**src/design/tcw_pkg.sv**
```systemverilog
// Shared types and constants for the text console cell writer.
// Beat payloads, datapath mode codes, control/status structs and the cell builder.
// No dependencies.
package tcw_pkg;

  localparam int CURSOR_W = 11;

  // Operation codes carried in the func field
  localparam logic [1:0] FUNC_PUT  = 2'd0;
  localparam logic [1:0] FUNC_CLS  = 2'd1;
  localparam logic [1:0] FUNC_CLL  = 2'd2;
  localparam logic [1:0] FUNC_READ = 2'd3;

  // Character codes with special meaning
  localparam logic [7:0] CH_TAB   = 8'd9;
  localparam logic [7:0] CH_LF    = 8'd10;
  localparam logic [7:0] CH_CR    = 8'd13;
  localparam logic [7:0] CH_ESC   = 8'd27;
  localparam logic [7:0] CH_BLANK = 8'h20;

  // Configuration register indexes
  localparam logic CFG_FG = 1'b0;
  localparam logic CFG_BG = 1'b1;

  typedef struct packed {
    logic [1:0]  func;
    logic [7:0]  char_code;
    logic [4:0]  line_index;
    logic [10:0] cell_index;
  } in_item_t;

  typedef struct packed {
    logic [15:0]         cell_data;
    logic [CURSOR_W-1:0] cursor_pos;
  } out_item_t;

  typedef enum logic [2:0] {
    MODE_IDLE,
    MODE_SWEEP,
    MODE_PUT,
    MODE_TAB,
    MODE_ERASE,
    MODE_COPY,
    MODE_FILL,
    MODE_LINE
  } tcw_mode_t;

  typedef struct packed {
    tcw_mode_t mode;
    logic      accept;
    logic      load_out;
  } tcw_cmd_t;

  typedef struct packed {
    logic tab_end;
    logic copy_end;
    logic fill_end;
    logic line_end;
  } tcw_sts_t;

  function automatic logic [15:0] make_cell(input logic [3:0] fg, input logic [3:0] bg,
                                            input logic [7:0] ch);
    return {bg, fg, ch};
  endfunction

endpackage

```
**src/design/tcw_ctrl.sv**
```systemverilog
// Controller of the text console cell writer: sequences each operation and owns
// the handshakes. Depends on tcw_pkg.
module tcw_ctrl #(
  parameter int ROWS = 25
) (
  input  logic              clk,
  input  logic              rst_n,
  input  logic              in_valid,
  output logic              in_stall,
  input  tcw_pkg::in_item_t in_data,
  output logic              out_valid,
  input  logic              out_stall,
  input  tcw_pkg::tcw_sts_t sts,
  output tcw_pkg::tcw_cmd_t cmd
);
  import tcw_pkg::*;

  typedef enum logic [3:0] {
    ST_SWEEP,
    ST_IDLE,
    ST_PUT,
    ST_TAB,
    ST_ERASE,
    ST_COPY,
    ST_FILL,
    ST_LINE,
    ST_DONE
  } state_t;

  state_t state_r, state_nxt, first_st;
  logic   out_valid_r, out_valid_nxt;
  logic   out_free, accept, load_out;

  assign out_free = !out_valid_r || !out_stall;
  assign in_stall = !((state_r == ST_IDLE) || (state_r == ST_DONE && out_free));
  assign accept   = in_valid && !in_stall;
  assign load_out = (state_r == ST_DONE) && out_free;

  // first working state of a freshly taken item
  always_comb begin
    first_st = ST_DONE;
    case (in_data.func)
      FUNC_PUT: begin
        case (in_data.char_code) inside
          CH_LF, CH_CR: first_st = ST_COPY;
          CH_TAB:       first_st = ST_TAB;
          CH_ESC:       first_st = ST_ERASE;
          default:      first_st = ST_PUT;
        endcase
      end
      FUNC_CLS: first_st = ST_FILL;
      FUNC_CLL: begin
        if (int'(in_data.line_index) < ROWS) begin
          first_st = ST_LINE;
        end
      end
      default: first_st = ST_DONE;
    endcase
  end

  always_comb begin
    state_nxt = state_r;
    case (state_r)
      ST_SWEEP: if (sts.fill_end) state_nxt = ST_IDLE;
      ST_IDLE:  if (accept) state_nxt = first_st;
      ST_PUT:   state_nxt = ST_DONE;
      ST_ERASE: state_nxt = ST_DONE;
      ST_TAB:   if (sts.tab_end) state_nxt = ST_DONE;
      ST_COPY:  if (sts.copy_end) state_nxt = ST_FILL;
      ST_FILL:  if (sts.fill_end) state_nxt = ST_DONE;
      ST_LINE:  if (sts.line_end) state_nxt = ST_DONE;
      ST_DONE: begin
        if (accept) begin
          state_nxt = first_st;
        end else if (out_free) begin
          state_nxt = ST_IDLE;
        end
      end
      default: state_nxt = ST_IDLE;
    endcase
  end

  always_comb begin
    out_valid_nxt = out_valid_r;
    if (load_out) begin
      out_valid_nxt = 1'b1;
    end else if (!out_stall) begin
      out_valid_nxt = 1'b0;
    end
  end

  always_ff @(posedge clk) begin
    if (!rst_n) begin
      state_r     <= ST_SWEEP;
      out_valid_r <= 1'b0;
    end else begin
      state_r     <= state_nxt;
      out_valid_r <= out_valid_nxt;
    end
  end

  always_comb begin
    cmd.accept   = accept;
    cmd.load_out = load_out;
    case (state_r)
      ST_SWEEP: cmd.mode = MODE_SWEEP;
      ST_PUT:   cmd.mode = MODE_PUT;
      ST_TAB:   cmd.mode = MODE_TAB;
      ST_ERASE: cmd.mode = MODE_ERASE;
      ST_COPY:  cmd.mode = MODE_COPY;
      ST_FILL:  cmd.mode = MODE_FILL;
      ST_LINE:  cmd.mode = MODE_LINE;
      default:  cmd.mode = MODE_IDLE;
    endcase
  end

  assign out_valid = out_valid_r;

  a_accept_when_free: assert property (@(posedge clk) disable iff (!rst_n)
    accept |-> (state_r == ST_IDLE || state_r == ST_DONE))
    else $error("item taken while an operation is running");

  a_no_overwrite: assert property (@(posedge clk) disable iff (!rst_n)
    load_out |-> (!out_valid_r || !out_stall))
    else $error("pending result overwritten");

  a_sweep_blocks: assert property (@(posedge clk) disable iff (!rst_n)
    state_r == ST_SWEEP |-> in_stall && !out_valid_r)
    else $error("traffic during the clearing pass");

endmodule

```
**config.mk**
```make
export PLATFORM = sky130hd
export DESIGN_NAME = tcw_ctrl
export DESIGN_NICKNAME = d
export VERILOG_FILES = /design/src/design/tcw_pkg.sv /design/src/design/tcw_ctrl.sv
export SDC_FILE = /design/constraint.sdc
export NUM_CORES = 1
export LEC_CHECK = 0
export ABC_AREA = 1
export BUFFER_PORTS_ARGS = -buffer_cell sky130_fd_sc_hd__buf_2
export CAP_MARGIN = 0
export CORE_ASPECT_RATIO = 0.7
export CORE_MARGIN = 4
export CORE_UTILIZATION = 25
export CTS_CLUSTER_DIAMETER = 120
export DETAILED_ROUTE_END_ITERATION = 10
export RECOVER_POWER = 50
export SLEW_MARGIN = 40
export SYNTH_ARGS = -nofsm -noshare
export SYNTH_HDL_FRONTEND = slang
export SYNTH_SLANG_ARGS = --single-unit
```
**constraint.sdc**
```tcl
create_clock -name clk -period 1.6 [get_ports clk]
set_input_delay 0.16 -clock clk [delete_from_list [all_inputs] [get_ports clk]]
set_output_delay 0.16 -clock clk [all_outputs]
set_load 0.02 [all_outputs]
```
==> flow_summary.json <==
{
  "synth_nets": 160,
  "htreeDepth": 1,
  "insertion_delay_ns": 0.23,
  "grt_max_degree": 6,
  "status": "finished, final reports clean",
  "coreArea_mm2": 0.00228,
  "antennaDiodeCount": 0,
  "rsz0062_at_grt": "no",
  "cts-buffers-inserted": 3,
  "wl_per_cell_um": 8.28,
  "wl_um": 1570,
  "tritoncts": "yes",
  "r2r_slack_ns": 0.23,
  "fp.dieH_um": 50.2,
  "cp_data_required_time_ns": 1.44,
  "cp-start-kind": "flop",
  "grt_use_total": 0.0956,
  "clock_path_buffers": 2,
  "ir_drop_uv": 231,
  "cts.sinks": 5,
  "drt-initial-drc-count": 35,
  "power.total_uw": 580,
  "p_per_area_mw_per_mm2": 688,
  "post-place-ws_ns": 0.201,
  "fmax_ghz": 0.673,
  "syn_avg_cell_area_um2": 5.04,
  "worstSetupStartpoint": "state_r[1]",
  "dieWidth_um": 68.3,
  "timing.slew.headroom": 0.827,
  "num_rows": 14,
  "ioPinCount": 41,
  "route.detailed.drc": 0,
  "areaGrowthSynthToFinish_pct": 32.7,
  "whs_ns": 0.166,
  "numPortBuffers": 29,
  "slew_violations": 0,
  "hold_viol": 0,
  "holdCritPathClass": "primary input to flop",
  "drtAntennaViolNets": 0,
  "worstSetupPathType": "flop to primary output",
  "yosysTopAreaCell": "nand2_1",
  "synth-seq-area-share": 0.157,
  "min_period_over_period": 0.928,
  "setup_ws_ns": 0.115,
  "cp_max_fo": 5,
  "fin_crit_ns": 1.49,
  "clk_root_buffer_cell": "clkbuf_4",
  "postCtsSetupRepairBufs": 0,
  "ys.warnings.count": 0,
  "dpl.hpwl_um": 1420,
  "syn-instance-count": 126,
  "drv_cap": 0,
  "dp_cells": 185,
  "synth_area_um2": 636,
  "vias": 774,
  "cts_hold_buf": 0,
  "yosysTopAreaCellShare": 0.242,
  "ys_top_cells_by_area": "nand2_1, dfxtp_1, inv_1",
  "end_kind": "primary output",
  "start_util": 0.279,
  "leakagePower_nw": 0.507,
  "endpoint": "cmd[1]",
  "fill_cells": 273,
  "r2r_end": "state_r[0]",
  "die_area_mm2": 0.00343,
  "r2r_start": "state_r[1]",
  "skew_ns": 0.00151,
  "first_pass_iters": 4,
  "grt_pass1_vias": 638,
  "grt_pass1_wl_um": 2560,
  "antenna_found_initial": 0,
  "ys_ff_latch": 5,
  "gp_congestion": 0.794,
  "viasPerCell": 4.10,
  "ys_types": 16,
  "worstRegToRegCells": 11,
  "critPathArrivalTime_ns": 1.33,
  "stdcell_count": 189,
  "grt_overflow_total": 0,
  "tns_ns": 0,
  "num-nets-final": 192,
  "worstMarginPinSlew_ns": 0.261,
  "layout-drive-gt1-share": 0.318,
  "finalSetupViolations": 0,
  "clk_pin_slew_ns": 0.04
}
-- state kept, by name, indices dropped and copies added (netlist names) --
name / flops
state_r: 4
out_valid: 1
-- logic make-up after synthesis --
family,synth area share
buffers and inverters,0.195
and+or+nand+nor,0.585
AOI/OAI and AO/OA,0.0630
DFF,0.157
-- per-stage QoR --
| stage | utilization | instance area (µm²) |
|---|---|---|
| floorplan | - | 636 |
| global placement | 0.354 | 806 |
| detailed placement | 0.354 | 806 |
| CTS | 0.365 | 832 |
| global route | 0.370 | 843 |
| finish | 0.370 | 843 |
-- layout make-up --
class	instances	area, µm²	area share
multi-input combinational	90	422	0.500
timing repair buffer	29	141	0.168
inverter	29	109	0.129
sequential	5	105	0.125
tap	32	40.0	0.0475
clock buffer	4	26.3	0.0312
-- what timing repair did --
item | in CTS | in global routing
hold endpoints to repair | 0 | 0
endpoints found under the setup margin | 0 | 1
resized for setup | 0 | 6
-- how the worst min path moves through the flow --
stage / startpoint / to / depth (start not counted)
after floorplan: rst_n / state_r[0] / 2
after global placement: rst_n / state_r[0] / 3
after detailed placement: rst_n / state_r[0] / 3
after CTS: rst_n / state_r[0] / 3
after global routing: rst_n / state_r[0] / 3
final: rst_n / state_r[0] / 3
-- synthesized netlist by cell type --
master,count
nand2_1,41
nand2_2,6
buf_4,2
nor2_4,1
nand3_1,6
o21ai_1,1
nor2_1,16
dfxtp_1,5
nor2_2,6
inv_2,4
nand4_1,3
clkinv_1,1
a21oi_1,5
nand3b_1,3
inv_1,24
o21ai_0,2
-- layout by cell type (no fill, tap or decap), drive strengths merged --
master,count
o21ai,3
nand4,3
clkinv,1
inv,28
a21oi,5
nand2,47
buf,26
nand3b,3
dfxtp,5
nand3,6
clkbuf,7
nor2,23
-- layer usage --
metal	global-route usage	wire length, µm	vias up
li1	-	-	436
met1	0.145	804	317
met2	0.131	616	21
met3	0.0357	145	0
met4	0.00990	0	0
met5	0	0	-
-- critical path: stages, from the launching register on --
cell and delay [ns]:
dfxtp_2 0.35, nor2_4 0.16, nand2_2 0.10, nor2_2 0.10, inv_1 0.04, nand2_1 0.07, nand2_1 0.05, clkinv_1 0.06
buf_2 0.16
-- power breakdown --
group,switching (mW),total [mW],internal [mW]
sequential,0.0162,0.153,0.137
clock,0.0436,0.137,0.0938
combinational,0.183,0.289,0.106
total,0.243,0.580,0.337
Power figures use the tool's default switching activity.
